## src/sva_voice_mem.sv

```systemverilog
module sva_voice_mem #(
  parameter int DEPTH = 40,
  parameter int WIDTH = 95,
  parameter int AW    = 6
) (
  input  logic             clk_i,
  input  logic             we_i,
  input  logic [AW-1:0]    waddr_i,
  input  logic [WIDTH-1:0] wdata_i,
  input  logic             re_i,
  input  logic [AW-1:0]    raddr_i,
  output logic [WIDTH-1:0] rdata_o
);

  logic [WIDTH-1:0] mem_q [DEPTH];
  logic [WIDTH-1:0] rdata_q;

  always_ff @(posedge clk_i) begin
    if (we_i) begin
      mem_q[waddr_i] <= wdata_i;
    end
  end

  always_ff @(posedge clk_i) begin
    if (re_i) begin
      rdata_q <= mem_q[raddr_i];
    end
  end

  assign rdata_o = rdata_q;

endmodule

```

## config.mk

```make
export PLATFORM = sky130hd
export DESIGN_NAME = sva_voice_mem
export DESIGN_NICKNAME = d
export VERILOG_FILES = /design/src/sva_voice_mem.sv
export SDC_FILE = /design/constraint.sdc
export NUM_CORES = 2
export LEC_CHECK = 0
export BUFFER_PORTS_ARGS = -buffer_cell sky130_fd_sc_hd__buf_2
export CAP_MARGIN = 20
export CELL_PAD_IN_SITES_DETAIL_PLACEMENT = 1
export CELL_PAD_IN_SITES_GLOBAL_PLACEMENT = 2
export CORE_MARGIN = 4
export CORE_UTILIZATION = 52
export DETAILED_ROUTE_END_ITERATION = 8
export GPL_TIMING_DRIVEN = 0
export PLACE_DENSITY_LB_ADDON = 0.05
export SLEW_MARGIN = 20
export SYNTH_ARGS = -nofsm -noshare
export SYNTH_HDL_FRONTEND = slang
export SYNTH_SLANG_ARGS = --single-unit
```

## constraint.sdc

```tcl
create_clock -name clk_i -period 9.32 [get_ports clk_i]
set_input_delay 0 -clock clk_i [delete_from_list [all_inputs] [get_ports clk_i]]
set_output_delay 0 -clock clk_i [all_outputs]
set_load 0.02 [all_outputs]
```

Yosys cells after proc, flatten, opt, wreduce, memory -nomap -nowiden
Memory sizes are Yosys's and may differ from the RTL's. A register that Yosys moved wholly into a read port is not among the register bits.
Cells that the tools add are included.
{"block": "classes", "mux": 2}
{"cell": "$mux 1", "n": 2}
{"block": "totals", "mem_count": 1, "output_inout_bits": 95, "ramBits": 3800, "word_cells": 3, "input_bits": 110, "register_bits": 0}
{"memory": "mem_q", "words": 40, "word_bits": 95, "read_ports": 1, "rd_clocked_by_memory_dff": 1, "write_ports": 1, "line": "15", "source": "logic [WIDTH-1:0] mem_q [DEPTH];"}

Longest topological paths before layout
{"block": "depth", "ltp_word": 2, "depth_mapped": 8, "mapped_depth_nobuf": 4}

Worst setup path after synthesis
OpenSTA, ideal clock, no wires.
{"block": "synth_path", "path_kind": "in2reg", "startpoint": "input port waddr_i[5]", "endpoint": "memory mem_q[16][0] (enable)", "t_arrival_ns": 6.915, "setup_slack_ns": 1.741, "path_buffers": 0, "cell_stages": 3, "setup_ns": 0.665, "required_ns": 8.655, "path_cell_list": "nor4bb_1 nand2b_1 nor3_1"}
{"item": "from (decl)", "line": "8", "source": "input logic [AW-1:0] waddr_i,"}
{"item": "to (decl)", "line": "15"}
Straight into the memory's write port.

==> impl_summary.txt <==
----------------------------------------------------
[Clock network]
  Post_cts resized ... 0
  CTS tree ... yes
  Level count of the clock H-tree ... 5
  Inserted Clock Buffers ... between 400 and 500
  Number of buffers inserted by post-CTS setup repair ... 0
  Cell at the root of the clock tree ... clkbuf_16
  Clock Sink Count ... roughly 3900
  Clock edge transition at the registers on the reported setup and hold paths ... 60 ps
  Clock insertion delay at the later pin of the skew report ... approximately 930 ps
  Bufs on Longest Clock Path ... 4
  Number of buffers added to fix hold violations after cts ... about 110

[Placement]
  Pre-CTS setup slack ... between 4000 and 5000 ps
  Total placed cells including tap cells ... 10100
  HPWL after detailed placement ... 269000 µm
  Final weighted congestion in routability-driven placement ... a little over 0.7
  Port bufs ... 197

[Critical path]
  Number of cells on the worst reg-to-reg path ... 4
  CP Class ... in2reg
  Worst-case register-to-register setup slack ... 6820 ps
  Required time of the critical path ... about 10000 ps
  Critical register-to-register path endpoint ... rdata_o[45]$_DFFE_PP_
  Cell type of the slowest stage on the worst timing path ... buf_2
  Crit Reg-Reg Startpoint ... mem_q[31][45]$_DFFE_PP_
  Crit start category ... input pin
  Cell Chain, Critical Path ... buf_2 -> buf_2 -> buf_2 -> buf_2 -> buf_1 -> mux2_2 -> a22oi_1 -> nand2_1
  Top fanout value on the critical path ... 10
  Max incr delay on CP ... 820 ps
  Endpoint kind of the worst setup timing path ... flop
  Cell repeated most along the worst path ... buf_2
  Data arrival at the endpoint of the critical path ... approximately 4700 ps

[Floorplan]
  Row count ... 195
  Height of the die ... 540 µm
  Die boundary width ... roughly 540 µm
  Std-Cell Core Area ... approximately 280000 µm²
  Number of placed I/O pins ... around 210
  Total Die Area ... 292000 µm²
  Initial standard-cell utilization of the core ... 0.522

[Layout]
  Signed area change from the synthesized netlist to the final layout ... 17.5%
  Final Net Count ... 7025
  Post-layout instance count excluding filler cells ... approximately 11000
  Share of layout cells above drive strength 1 ... 0.338
  Count of fill cells added during filler insertion ... between 20000 and 25000
  Final core area utilization ... 0.613

[Hold path]
  Cell depth of the worst hold path ... 5
  Destination of the worst hold path ... rdata_o[92]$_DFFE_PP_
  Launch point of the worst hold path ... raddr_i[3]
  Worst min path class ... in2reg

[Synthesis]
  Register bit total from synthesis ... between 3000 and 4000
  Yosys warnings ... 0
  Distinct cells, synth ... 29
  Synthesized instance count ... a little under 6000
  Synthesized net count ... approximately 6000
  Synthesized area per cell ... between 20 and 25 µm²
  Ranking of synthesized cells by area ... edfxtp_1 79%, mux4_2 16%, mux2_2 1.5%
  Post-synthesis instance area ... about 150000 µm²
  Post-synthesis cell type with the largest combined area ... edfxtp_1
  Portion of the post-synthesis area used by sequential elements ... 0.794
  Synth top area share ... 0.794

[Timing]
  Total of endpoints with negative setup slack in the final report ... 0
  Slew HR ... 0.204
  Actual slew at the worst max-slew pin ... roughly 1200 ps
  Final number of hold-violating endpoints ... 0
  Clk_skew ... 26.5 ps
  Worst-case setup margin in the final layout ... between 5000 and 6000 ps
  Final period util ... 0.436
  Max Slew Vio Count ... 0
  Max Clock Freq ... about 250 MHz
  Unrepaired setup endpoints after global routing ... false
  Shortest period the worst path allows ... 4060 ps

[Power and ir drop]
  Cell area power density ... ~210 nW/µm²
  Worst vdd ir ... ~180 µV
  Fraction of power consumed by the clock network ... 0.422
  Power spent charging and discharging nets ... roughly 7.8 mW
  Cell leakage power ... 54.5 nW
  Net switching fraction of the power ... 0.211
  Gate power share ... 0.051
  Seq pwr share ... 0.527
  Cell Int Power ... between 20 and 30 mW
  Total power draw ... 37.0 mW

[GRT]
  Global route total overflow ... 0
  Antenna violations before repair ... 18
  Via count of the first global-routing pass ... approximately 74000
  Largest net degree at the start of global routing ... 50
  Wire length of the first global-routing pass ... 577000 µm
  Global routing usage summed across all routing layers ... 0.280

[Run status]
  Status ... completed

[Routing]
  Post-Route WL ... roughly 400000 µm
  Initial DRT Pass Iterations ... 5
  Residual antenna-violating net count after detailed routing ... 0
  Vias ... ~70000
  DRC ... 0
  Drt initial violations ... between 8000 and 9000
  Detail-routed via count per cell ... between 6 and 7
  Final routed wire length divided by cell count ... between 30 and 40 µm

[Run]
  Number of violations of the max-capacitance limit ... 0

----------------------------------------------------
==> power groups by stage <==
| stage | clock [mW] | combinational, mW | sequential, mW |
|---|---|---|---|
| after global routing | 16.6 | 2.00 | 19.5 |
| after floorplan | 0 | 0.921 | 19.9 |
| after detailed placement | 0 | 1.87 | 19.9 |
| after global placement | 0 | 1.77 | 19.9 |
| after CTS | 15.8 | 1.91 | 19.5 |
| final | 15.6 | 1.89 | 19.5 |
==> state kept, by name, indices dropped and copies added, names as in the netlist <==
signal   cells
mem_q     3800
rdata_o     95
==> critical path, delay by kind of cell <==
family          cells  cell delay (ps)
simple gates        1              180
compound gates      1              400
buf+inv             5             3520
mux                 1              440
==> layer usage <==
layer | GRT usage | vias to the layer above | wire, µm
met5 | 0 | - | 30
met4 | 0.0723 | 4 | 11500
met3 | 0.0494 | 562 | 32000
met2 | 0.448 | 3100 | 197000
met1 | 0.408 | 38600 | 165000
li1 | - | 27800 | -
==> cells by family after synthesis <==
| logic type | after synthesis | synth area share |
|---|---|---|
| AOI/OAI and AO/OA | 224 | 0.0112 |
| buffers and inverters | 312 | 0.00992 |
| DFF | 3895 | 0.794 |
| muxes | 1318 | 0.180 |
| and+or+nand+nor | 169 | 0.00485 |
==> worst max-delay path by stage <==
stage | cells past startpoint | slack [ps] | startpoint | endpoint
2_1_floorplan | 3 | 1740 | waddr_i[5] | mem_q[16][0]$_DFFE_PP_
3_3_place_gp | 4 | -7290 | we_i | mem_q[16][92]$_DFFE_PP_
3_5_place_dp | 8 | 4250 | raddr_i[1] | rdata_o[11]$_DFFE_PP_
4_1_cts | 8 | 5240 | raddr_i[1] | rdata_o[11]$_DFFE_PP_
5_1_grt | 8 | 5230 | raddr_i[1] | rdata_o[11]$_DFFE_PP_
6_report | 8 | 5260 | raddr_i[1] | rdata_o[8]$_DFFE_PP_
==> cells in the mapped netlist <==
| cell | n |
|---|---|
| buf_1 | 39 |
| nand3_1 | 8 |
| clkbuf_1 | 156 |
| o22ai_1 | 6 |
| mux4_2 | 1033 |
| buf_6 | 13 |
| nand2_1 | 94 |
| a221o_1 | 6 |
| buf_2 | 79 |
| and2_1 | 3 |
| or3_1 | 3 |
| o21ai_0 | 6 |
| mux2_1 | 82 |
| nor2b_1 | 6 |
| o21ai_1 | 6 |
| a22oi_1 | 194 |
| nor3_1 | 3 |
| nand2b_1 | 5 |
| or3b_2 | 1 |
| nor2_1 | 42 |
| nor4bb_1 | 1 |
| a21oi_1 | 6 |
| mux2_2 | 201 |
| edfxtp_1 | 3895 |
| mux2i_1 | 2 |
| buf_4 | 25 |
| nand4_1 | 1 |
| nand3b_1 | 1 |
| nor3_2 | 1 |
==> metrics by stage <==
step | cell area (µm²) | hold WS, ps | TNS (ps)
floorplan | 147000 | 98.9 | 0
global placement | 153000 | 445 | -8767490
detailed placement | 159000 | 445 | 0
CTS | 173000 | 40.7 | 0
global route | 173000 | 108 | 0
finish | 173000 | 129 | 0
==> cell type report <==
class / count / area, µm² / share of cell area
flip-flops and latches: 3895 / 117000 / 0.676
repair buffers: 592 / 8080 / 0.0467
multi-input cells: 1711 / 29100 / 0.168
diodes: 22 / 55.1 / 0.000318
clock inverters: 220 / 1930 / 0.0112
clock buffers: 508 / 10700 / 0.0617
plain buffers: 312 / 1490 / 0.00863
well taps: 3743 / 4680 / 0.0271
==> cell usage in the layout, fill, tap and decap left out, drive strengths merged <==
cell type and instances:
edfxtp 3895, mux4 1033, clkbuf 664, buf 642, mux2 283, a22oi 194, clkinv 171, dlygate4sd3 106
nand2 94, nor2 42, bufinv 34, diode 22, o21ai 12, nand3 8, inv 8, clkinvlp 7
nor2b 6, o22ai 6, a21oi 6, a221o 6, nand2b 5, nor3 4, and2 3, or3 3
mux2i 2, nor4bb 1, nand3b 1, or3b 1, nand4 1
Note: power is estimated with default switching activity, not from simulation.
