==> src/sva_pkg.sv <==
package sva_pkg;

  // Defaults for the top-level parameters
  localparam int VOICES_DEF      = 40;
  localparam int LENGTH_BITS_DEF = 20;

  // Fixed field widths of the stream items
  localparam int DRUM_W   = 6;
  localparam int AMP_W    = 16;
  localparam int START_W  = 12;
  localparam int LEN_W    = 20;
  localparam int VOICE_W  = 6;
  localparam int ADDR_W   = 20;
  localparam int KIND_W   = 2;
  localparam int TIME_W   = 32;

  // s_axis_tdata: drum_index, amplitude, start_offset, sample_length
  localparam int S_TDATA_W = 56;
  // m_axis_tdata: voice_number, fetch_drum, fetch_address, fetch_amplitude, was_stolen
  localparam int M_TDATA_W = 56;

  // Item selector on s_axis_tuser
  localparam logic FUNC_TICK    = 1'b0;
  localparam logic FUNC_TRIGGER = 1'b1;

  typedef enum logic [KIND_W-1:0] {
    KIND_FETCH   = 2'd0,
    KIND_EMPTY   = 2'd1,
    KIND_TRIGGER = 2'd2
  } result_kind_e;

  typedef enum logic [1:0] {
    ST_IDLE,
    ST_SCAN,
    ST_FINISH
  } seq_state_e;

  // Control into the shared compare unit
  typedef struct packed {
    logic trigger;   // 1: oldest-voice search, 0: playback update
    logic active;    // voice under evaluation is busy
    logic best_v;    // a best candidate is already held
  } unit_ctrl_t;

  // Status out of the shared compare unit
  typedef struct packed {
    logic fetch;     // voice plays a frame this tick
    logic keep;      // position still below end: advance, else free
    logic better;    // voice is busy and older than the held candidate, or none is held
  } unit_stat_t;

endpackage

==> src/sva_voice_unit.sv <==
module sva_voice_unit #(
  parameter int POS_W = 21,
  parameter int END_W = 20
) (
  input  sva_pkg::unit_ctrl_t       ctrl_i,
  input  logic [POS_W-1:0]          pos_i,
  input  logic [END_W-1:0]          end_i,
  input  logic [sva_pkg::TIME_W-1:0] stime_i,
  input  logic [sva_pkg::TIME_W-1:0] best_i,
  output logic [POS_W-1:0]          pos_next_o,
  output sva_pkg::unit_stat_t       stat_o
);
  import sva_pkg::*;

  localparam int CmpW = (POS_W + 1 > TIME_W + 1) ? POS_W + 1 : TIME_W + 1;

  logic signed [CmpW-1:0] op_a;
  logic signed [CmpW-1:0] op_b;
  logic                   lt;

  // One signed comparator serves both the age search and the end-of-sample check
  always_comb begin
    if (ctrl_i.trigger) begin
      op_a = CmpW'(stime_i);
      op_b = CmpW'(best_i);
    end else begin
      op_a = CmpW'($signed(pos_i));
      op_b = CmpW'(end_i);
    end
  end

  assign lt         = (op_a < op_b);
  assign pos_next_o = POS_W'(pos_i + POS_W'(1));

  always_comb begin
    stat_o.fetch  = !ctrl_i.trigger && ctrl_i.active && !pos_i[POS_W-1] && lt;
    stat_o.keep   = lt;
    stat_o.better = ctrl_i.trigger && ctrl_i.active && (!ctrl_i.best_v || lt);
  end

endmodule

==> config.mk <==
export PLATFORM = sky130hd
export DESIGN_NAME = sva_voice_unit
export DESIGN_NICKNAME = d
export VERILOG_FILES = /design/src/sva_pkg.sv /design/src/sva_voice_unit.sv
export SDC_FILE = /design/constraint.sdc
export NUM_CORES = 1
export LEC_CHECK = 0
export CAP_MARGIN = 25
export CORE_MARGIN = 3
export CORE_UTILIZATION = 63
export DETAILED_ROUTE_END_ITERATION = 8
export DONT_BUFFER_PORTS = 1
export PLACE_DENSITY = 0.83
export SKIP_LAST_GASP = 1
export SLEW_MARGIN = 25
export SYNTH_ARGS = -nofsm -noshare
export SYNTH_HDL_FRONTEND = slang
export SYNTH_SLANG_ARGS = --single-unit
export TNS_END_PERCENT = 10
==> constraint.sdc <==
create_clock -name vclk -period 3.75
set_input_delay 0.75 -clock vclk [all_inputs]
set_output_delay 0.75 -clock vclk [all_outputs]
set_load 0.02 [all_outputs]
---- Word level (Yosys, flattened, before mapping) ----
Cells that the tools add are included.
storage, ports and cells
  logic and storage cells ................. 13
  input bits .............................. 108
  output and inout bits ................... 24
  bits in registers ....................... 0
cells by class
  $lt $le $gt $ge ......................... 1
  add/subtract/negate cells ............... 1
  reduce and logical (&&, ||, !) cells .... 9
  muxes and demuxes ....................... 2
operator list
  operator                                                          number
  33-bit < comparator                                               1
  33-bit two-way mux                                                1
  32-bit two-way mux                                                1
  21-bit by 1-bit adder with 21-bit output (second input constant)  1
  1-bit logical AND                                                 5
  1-bit logical NOT                                                 3
  1-bit logical OR                                                  1

---- Longest topological paths before layout ----
Gate-level depths: netlist of the first run.
  word-level depth ........................ 4
  depth in mapped cells ................... 12

---- Least setup slack after synthesis of the first run ----
Ideal clock, no wire load.
  path type ............................... input-to-output
  start ................................... in ctrl_i[2] (netlist name)
  end ..................................... out stat_o[2] (netlist name)
  arrival ................................. 2.975 ns
  cell stages on the path ................. 8
  data required time ...................... 3.000 ns
  path slack .............................. 0.025 ns
  cell sequence ........................... buf_1 mux2_2 ha_1 a21oi_1 o21ai_0 a211oi_1 a2111oi_4 nor3_1
RTL lines
  what             line                  text
  start, declared  sva_voice_unit.sv:5   input sva_pkg::unit_ctrl_t ctrl_i,
  end, declared    sva_voice_unit.sv:11  output sva_pkg::unit_stat_t stat_o

==> results.json, run 1 <==
{
  "worst_slack_ns": 0.384,
  "antenna_found_initial": 0,
  "drtAntennaViolNets": 0,
  "grt_pass1_wl_mm": 6.02,
  "wl_mm": 3.88,
  "worstSetupPathType": "input port to primary output",
  "dieArea_mm2": 0.00334,
  "n_sequential_cell": 0,
  "slew_violations": 0,
  "yosysTopAreaCell": "ha_1",
  "period_minus_slack_ns": 3.37,
  "diodes": 0,
  "drive_gt1_share_pct": 13.3,
  "multi_input_area_mm2": 0.00165,
  "grtUsageTotal_pct": 21.6,
  "relSlewSlack_pct": 64.9,
  "crit_fanout": 68,
  "area_growth_pct": 0.666,
  "synth.net_count": 365,
  "hp-class": "input port to primary output",
  "post_drt_wl_per_cell_um": 15.6,
  "final-hold-violation-count": 0,
  "first_iter_violations": 58,
  "synthCells": 225,
  "die_h_um": 57.8,
  "drt_pass1_iterations": 4,
  "post_cts_buffers": 0,
  "final_cell_mix": "57 x nand2_1, 32 x ha_1, 19 x mux2i_1, 19 x mux2_2",
  "startpoint_type": "input port",
  "cap_violations": 0,
  "outcome": "finished, final reports clean",
  "cp.required_ns": 3.00,
  "final_nets": 360,
  "hold-path-endpoint": "pos_next_o[0]",
  "core_mm2": 0.00252,
  "yosysUniqueCellTypes": 36,
  "ys_warn_count": 0,
  "port_buffers": 0,
  "vias": 1538,
  "gp_congestion": 0.746,
  "vias_per_cell": 6.20,
  "grt_max_degree": 69,
  "power.total_mw": 0.190,
  "critPathArrivalTime_ns": 2.62,
  "hold-path-cell-count": 1,
  "fmax_mhz": 297,
  "rsz0062_at_grt": "false",
  "final_common_cell": "nand2_1",
  "hpwl_mm": 3.46,
  "min_from": "pos_i[0]",
  "avgSynthCellArea_um2": 7.52,
  "setup_viol": 0,
  "boundaryPins": 132,
  "power.density_mw_per_mm2": 111,
  "grt.overflow.total": 0,
  "fp.dieW_um": 57.8,
  "seqCellArea_um2": 0,
  "tightest_slew_ns": 0.522,
  "fin_area_mm2": 0.00170,
  "tns_ns": 0,
  "min_period_over_period_pct": 89.8,
  "detailedPlace.worstSlack_ns": 0.228,
  "drcViolationCount": 0,
  "ir_worst_vdd_mv": 0.0726,
  "clock_buffers": 0,
  "grt_pass1_vias": 1441,
  "netlist_area_mm2": 0.00169,
  "place_area_mm2": 0.00170,
  "critical_path.endpoint_type": "primary output",
  "floorplan.initialDensity_pct": 67.1,
  "final_core_util_pct": 67.5,
  "cellLeakagePower_nw": 0.772,
  "fill_cells": 242,
  "yosysTopAreaCellShare_pct": 23.7,
  "ys_seq_area_share_pct": 0,
  "rows": 18,
  "ys_top_cells_by_area": "ha_1 24%, mux2_2 13%, nand2_1 13%, mux2i_1 11%, xnor2_1 7.8%"
}
[how the worst max path moves through the flow]
stage	startpoint	endpoint	slack (ns)	depth (start not counted)
after floorplan	ctrl_i[2]	stat_o[2]	0.02	8
after global placement	ctrl_i[2]	stat_o[1]	0.28	8
after detailed placement	ctrl_i[2]	stat_o[1]	0.23	8
after CTS	ctrl_i[2]	stat_o[1]	0.22	8
after global routing	ctrl_i[2]	stat_o[1]	0.22	8
final	ctrl_i[2]	stat_o[1]	0.38	7
[repair_timing]
action / in CTS / in global routing
hold endpoints to repair: 0 / 0
setup endpoints to repair: 0 / 2
gates resized for setup: 0 / 1
hold buffers: 0 / 0
[where the power goes]
group | leakage (nW) | switching (mW) | internal [mW]
Combinational | 0.772 | 0.103 | 0.0865
Sequential | 0 | 0 | 0
Clock | 0 | 0 | 0
[critical path, stage by stage]
cell	delay, ns
mux2_2	0.34
ha_1	0.32
a21oi_1	0.13
o21ai_0	0.14
a211oi_1	0.38
a2111oi_4	0.14
o21ai_1	0.37
[logic make-up after synthesis]
family / synth area share [%]
compound gates: 12.8
xor+xnor: 9.84
fa+ha+maj: 23.7
buf+inv: 2.81
mux: 23.9
simple gates: 27.0
[stage by stage]
stage | hold WS [ns] | std cells
final | 1.58 | 248
after global routing | 1.58 | 248
after CTS | 1.58 | 248
after detailed placement | 1.58 | 248
after global placement | 1.58 | 248
after floorplan | 1.58 | 225
[cell usage after synthesis (2+ instances only)]
cell	instances
nand2_1	57
ha_1	32
mux2_2	19
mux2i_1	19
a21oi_1	15
xnor2_1	15
nor2_1	9
nand3_1	8
o21ai_0	8
buf_2	5
nand4_1	4
xor2_1	4
a211oi_1	3
and3_1	2
and4_1	2
clkbuf_1	2
nand2b_1	2
[final cells by class]
type / instances / share of cell area, %
Tap cell: 30 / 2.20
Multi-Input combinational cell: 215 / 96.7
Timing Repair Buffer: 2 / 0.882
Inverter: 1 / 0.220
[layer usage]
metal  vias up  wire length [µm]  global-route usage [%]  part of all wire [%]
li1        803                 -                       -                     -
met1       660              1510                    26.2                    39
met2        73              1990                    42.1                    51
met3         2               352                    2.23                   9.1
met4         0                22                    1.66                  0.57
met5         -                 0                       0                     0
(Power assumes the default switching activity.)
==> inputs of run 2 (changes only) <==
==> constraint.sdc (replaced) <==
create_clock -name vclk -period 3.75
set_input_delay 0.5625 -clock vclk [all_inputs]
set_output_delay 0.5625 -clock vclk [all_outputs]
set_load 0.02 [all_outputs]
==> run 2 against run 1 <==
  * Non-clock buffer count shrank 1
  * Critical path type unchanged
  * Combinational power is essentially flat
  * First-iteration DRC count grew 14%
  * Critical path depth grew 1
  * Sequential share of layout area did not move
  * Final area fell by 0.59%
  * Flip-flop and latch count stayed put
  * Final cell count is 0.40% lower
  * Count of clock-buffer cells in the layout unchanged
  * Worst hold slack got worse by 0.37 ns
  * Largest cell class unchanged
  * Die area is the same
==> results.json, run 2 (synthesis results as in run 1) <==
{
  "drt_pass1_iterations": 4,
  "final_cell_mix": "57 x nand2_1, 32 x ha_1, 19 x mux2i_1, 19 x mux2_2",
  "critical_path.endpoint_type": "primary output",
  "cp.required_ns": 3.19,
  "cts_hold_buf": 0,
  "rows": 18,
  "n_sequential_cell": 0,
  "final_core_util_pct": 67.1,
  "crit_fanout": 68,
  "fmax_mhz": 317,
  "worstSetupPathType": "input port to primary output",
  "fp.dieW_um": 57.8,
  "port_buffers": 0,
  "hold-path-endpoint": "pos_next_o[0]",
  "rsz0062_at_grt": "false",
  "detailedPlace.worstSlack_ns": 0.613,
  "min_from": "pos_i[0]",
  "tightest_slew_ns": 0.527,
  "ir_worst_vdd_mv": 0.0734,
  "cap_violations": 0,
  "dieArea_mm2": 0.00334,
  "grt_max_degree": 69,
  "outcome": "finished, final reports clean",
  "dpl.cell_count": 247,
  "boundaryPins": 132,
  "area_growth_pct": 0.0738,
  "hold-path-cell-count": 1,
  "core_mm2": 0.00252,
  "hp-class": "input port to primary output",
  "setup_viol": 0,
  "slew_violations": 0,
  "seqCellArea_um2": 0,
  "min_period_over_period_pct": 84.2,
  "power.density_mw_per_mm2": 112,
  "startpoint_type": "input port",
  "first_iter_violations": 66,
  "vias_per_cell": 6.25,
  "grt_pass1_vias": 1408,
  "final_common_cell": "nand2_1",
  "diodes": 0,
  "final_nets": 359,
  "final-instance-count-excl-fill": 247,
  "startpoint": "ctrl_i[2]",
  "multi_input_area_mm2": 0.00164,
  "grt_pass1_wl_mm": 6.04,
  "tns_ns": 0,
  "antenna_found_initial": 0,
  "clock_buffers": 0,
  "final-hold-violation-count": 0,
  "worst_slack_ns": 0.594,
  "hpwl_mm": 3.49,
  "post_drt_wl_per_cell_um": 15.7,
  "ctsResizeCount": 0,
  "relSlewSlack_pct": 64.6,
  "floorplan.initialDensity_pct": 67.1,
  "critPathArrivalTime_ns": 2.59,
  "vias": 1543,
  "drcViolationCount": 0,
  "gp_congestion": 0.735,
  "post_cts_buffers": 0,
  "period_minus_slack_ns": 3.16,
  "die_h_um": 57.8,
  "drtAntennaViolNets": 0,
  "grtUsageTotal_pct": 21.8,
  "grt.overflow.total": 0,
  "wl_mm": 3.89,
  "worst_hold_slack_ns": 1.21,
  "fill_cells": 227,
  "cellLeakagePower_nw": 0.767,
  "drive_gt1_share_pct": 12.4
}
[run 2: changes by cell type in the layout (fill, tap and decap cells not counted), sizes merged]
cell / before / now
buf: 2 / 1
[run 2: worst max-delay path, stage by stage]
cell and delay (ns):
nand2b_1 0.42, nand2_1 0.10, ha_1 0.33, a21oi_1 0.14
o21ai_0 0.14, a211oi_1 0.33, o21ai_0 0.18, o21ai_1 0.38
[run 2: worst max-delay path by stage]
stage,end,cells past startpoint
after global placement,stat_o[0],8
after floorplan,stat_o[2],8
final,stat_o[1],8
after detailed placement,stat_o[1],8
after CTS,stat_o[1],8
after global routing,stat_o[1],8
[run 2: metal layers]
metal  vias to the layer above  track usage (%)  part of all wire, %
li1                        802                -                    -
met1                       662             27.5                   38
met2                        79             41.5                   52
met3                         0             2.23                  9.8
met4                         0            0.662                    0
met5                         -                0                    0
[run 2: metrics by stage]
stage                     total power, mW  cell area, µm²
after CTS                           0.192            1690
final                               0.190            1690
after floorplan                     0.176            1690
after global placement              0.186            1690
after global routing                0.218            1690
after detailed placement            0.191            1690
[run 2: cell type report]
cell class	instances	share of cell area, %
multi-input cells	215	97.1
well taps	30	2.22
repair buffers	1	0.443
inverters	1	0.222
[run 2: power breakdown]
group          internal, mW  switching, mW  total (mW)
clock                     0              0           0
sequential                0              0           0
combinational        0.0858          0.104       0.190
==> inputs of run 3 (changes only) <==
Settings changed: ABC_AREA from default to 1, CORE_UTILIZATION 63 to 62, PLACE_DENSITY 0.83 to 0.85.
Clock period 3.75 ns to 2.8 ns, I/O delays scaled along.
==> run 3 against run 2 <==
  * Worst setup slack worse by 0.24 ns
  * Worst hold slack worse by 0.28 ns
  * Largest power group unchanged
  * Synthesized cell count up 43%
  * Critical path depth up 7
  * Die area up 9.6%
  * Critical endpoint is now stat_o[0]
  * Global-route usage down 0.39 points
  * Sequential share of layout area unchanged
  * Combinational power up 41%
==> results.json, run 3 <==
{
  "outcome": "finished, final reports clean",
  "final-instance-count-excl-fill": 343,
  "grt_max_degree": 76,
  "cellLeakagePower_nw": 1.11,
  "rsz0062_at_grt": "false",
  "yosysTopAreaCell": "nand2_1",
  "vias": 1838,
  "final_nets": 454,
  "critPathArrivalTime_ns": 2.03,
  "final-hold-violation-count": 0,
  "drt_pass1_iterations": 4,
  "cpLargestDelayFamily": "simple AND/OR/NAND/NOR gates",
  "ys_top_cells_by_area": "nand2_1 27%, ha_1 22%, mux2i_1 10%, xor2_1 9.0%, inv_1 7.3%",
  "path_buf_inv": 3,
  "first_iter_violations": 34,
  "avgSynthCellArea_um2": 5.74,
  "floorplan.initialDensity_pct": 65.7,
  "grt_pass1_vias": 1520,
  "grt_pass1_wl_mm": 6.20,
  "cp_slowest_cell": "ha_1",
  "critical_path.endpoint_type": "primary output",
  "drtAntennaViolNets": 0,
  "synth.net_count": 461,
  "ys_seq_area_share_pct": 0,
  "cp_slowest_stage_delay_ns": 0.31,
  "n_sequential_cell": 0,
  "detailedPlace.worstSlack_ns": 0.180,
  "yosysTopAreaCellShare_pct": 27.5,
  "vias_per_cell": 5.36,
  "die_h_um": 60.5,
  "rows": 19,
  "diodes": 0,
  "grt.overflow.total": 0,
  "antenna_found_initial": 0,
  "fill_cells": 296,
  "seqCellArea_um2": 0,
  "period_minus_slack_ns": 2.45,
  "cp.required_ns": 2.38,
  "crit_fanout": 75,
  "cap_violations": 0,
  "place_area_mm2": 0.00185,
  "synth_common_cells": "135 x nand2_1, 36 x inv_1, 32 x ha_1, 19 x mux2i_1, 19 x xor2_1",
  "power.density_mw_per_mm2": 144,
  "final_common_cell": "nand2_1",
  "synthCells": 321,
  "final_cell_mix": "134 x nand2_1, 36 x inv_1, 32 x ha_1",
  "min_period_over_period_pct": 87.5,
  "tightest_slew_ns": 0.522,
  "cp_common_cell": "nand2_1",
  "boundaryPins": 132,
  "relSlewSlack_pct": 65.1,
  "cp_cell_sequence": "inv_1 > nand2_2 > nand2_1 > ha_1 > nand2_1 > nor2_1 > inv_1 > nor2_1 > nand2_1 > nor2_1 > nor2_1 > nand2_1 > nand3_1 > nand2_1 > inv_1",
  "grtUsageTotal_pct": 21.4,
  "gp_congestion": 0.847,
  "power.total_mw": 0.268,
  "fin_area_mm2": 0.00186,
  "hpwl_mm": 3.82,
  "port_buffers": 0,
  "post_drt_wl_per_cell_um": 12.7,
  "slew_violations": 0,
  "worst_slack_ns": 0.351,
  "dieArea_mm2": 0.00366,
  "setup_viol": 0,
  "final_core_util_pct": 66.2,
  "cts_hold_buf": 0,
  "startpoint_type": "input port",
  "fp.dieW_um": 60.5,
  "yosysMostFrequentCell": "nand2_1",
  "clock_buffers": 0,
  "yosysUniqueCellTypes": 23,
  "dpl.cell_count": 343,
  "area_growth_pct": 0.747,
  "ys_warn_count": 0,
  "fmax_mhz": 408,
  "drcViolationCount": 0,
  "ir_worst_vdd_mv": 0.0768,
  "worst_hold_slack_ns": 0.928,
  "hp-class": "input port to primary output",
  "tns_ns": 0,
  "netlist_area_mm2": 0.00184,
  "worstSetupPathType": "input port to primary output",
  "wl_mm": 4.35,
  "drive_gt1_share_pct": 5.77,
  "core_mm2": 0.00281
}
## run 3: cell types whose count changed after synthesis, moves of 7 or more
cell,before,now
inv_1,1,36
mux2_2,19,0
nand2_1,57,135
nor2_1,9,16
xnor2_1,15,0
xor2_1,4,19
## run 3: what timing repair did
item                                    4_1_cts  5_1_grt
buffers inserted                              0        0
endpoints found under the setup margin        0        3
resized for setup                             0        1
endpoints found under the hold margin         0        0
## run 3: layer usage
layer / up-vias / part of all wire, % / global-route usage [%]
li1: 1003 / - / -
met1: 752 / 43 / 26.7
met2: 79 / 48 / 41.2
met3: 4 / 8.7 / 1.70
met4: 0 / 0.87 / 1.86
met5: - / 0 / 0
## run 3: path summary, 6_finish.rpt
kind | startpoint | endpoint | slack [ns] | cells after the start
setup / recovery | ctrl_i[2] | stat_o[0] | 0.35 | 15
hold / removal | pos_i[0] | pos_next_o[0] | 0.93 | 1
## run 3: area by class of cell
class / instances / area [µm²] / area share [%]
Multi-Input combinational cell: 274 / 1670 / 89.8
Inverter: 36 / 135 / 7.28
Tap cell: 31 / 38.8 / 2.09
Timing Repair Buffer: 2 / 15.0 / 0.809
## run 3: power breakdown
group          switching [mW]  total (mW)  internal (mW)
registers                   0           0              0
clock network               0           0              0
logic                   0.162       0.268          0.106
total                   0.162       0.268          0.106
## run 3: kinds of logic after synthesis
family          after synthesis  synth area share, %
mux                          19                 10.3
compound gates               25                 7.06
buf+inv                      47                 9.91
simple gates                179                 42.0
xor+xnor                     19                 9.03
fa+ha+maj                    32                 21.7
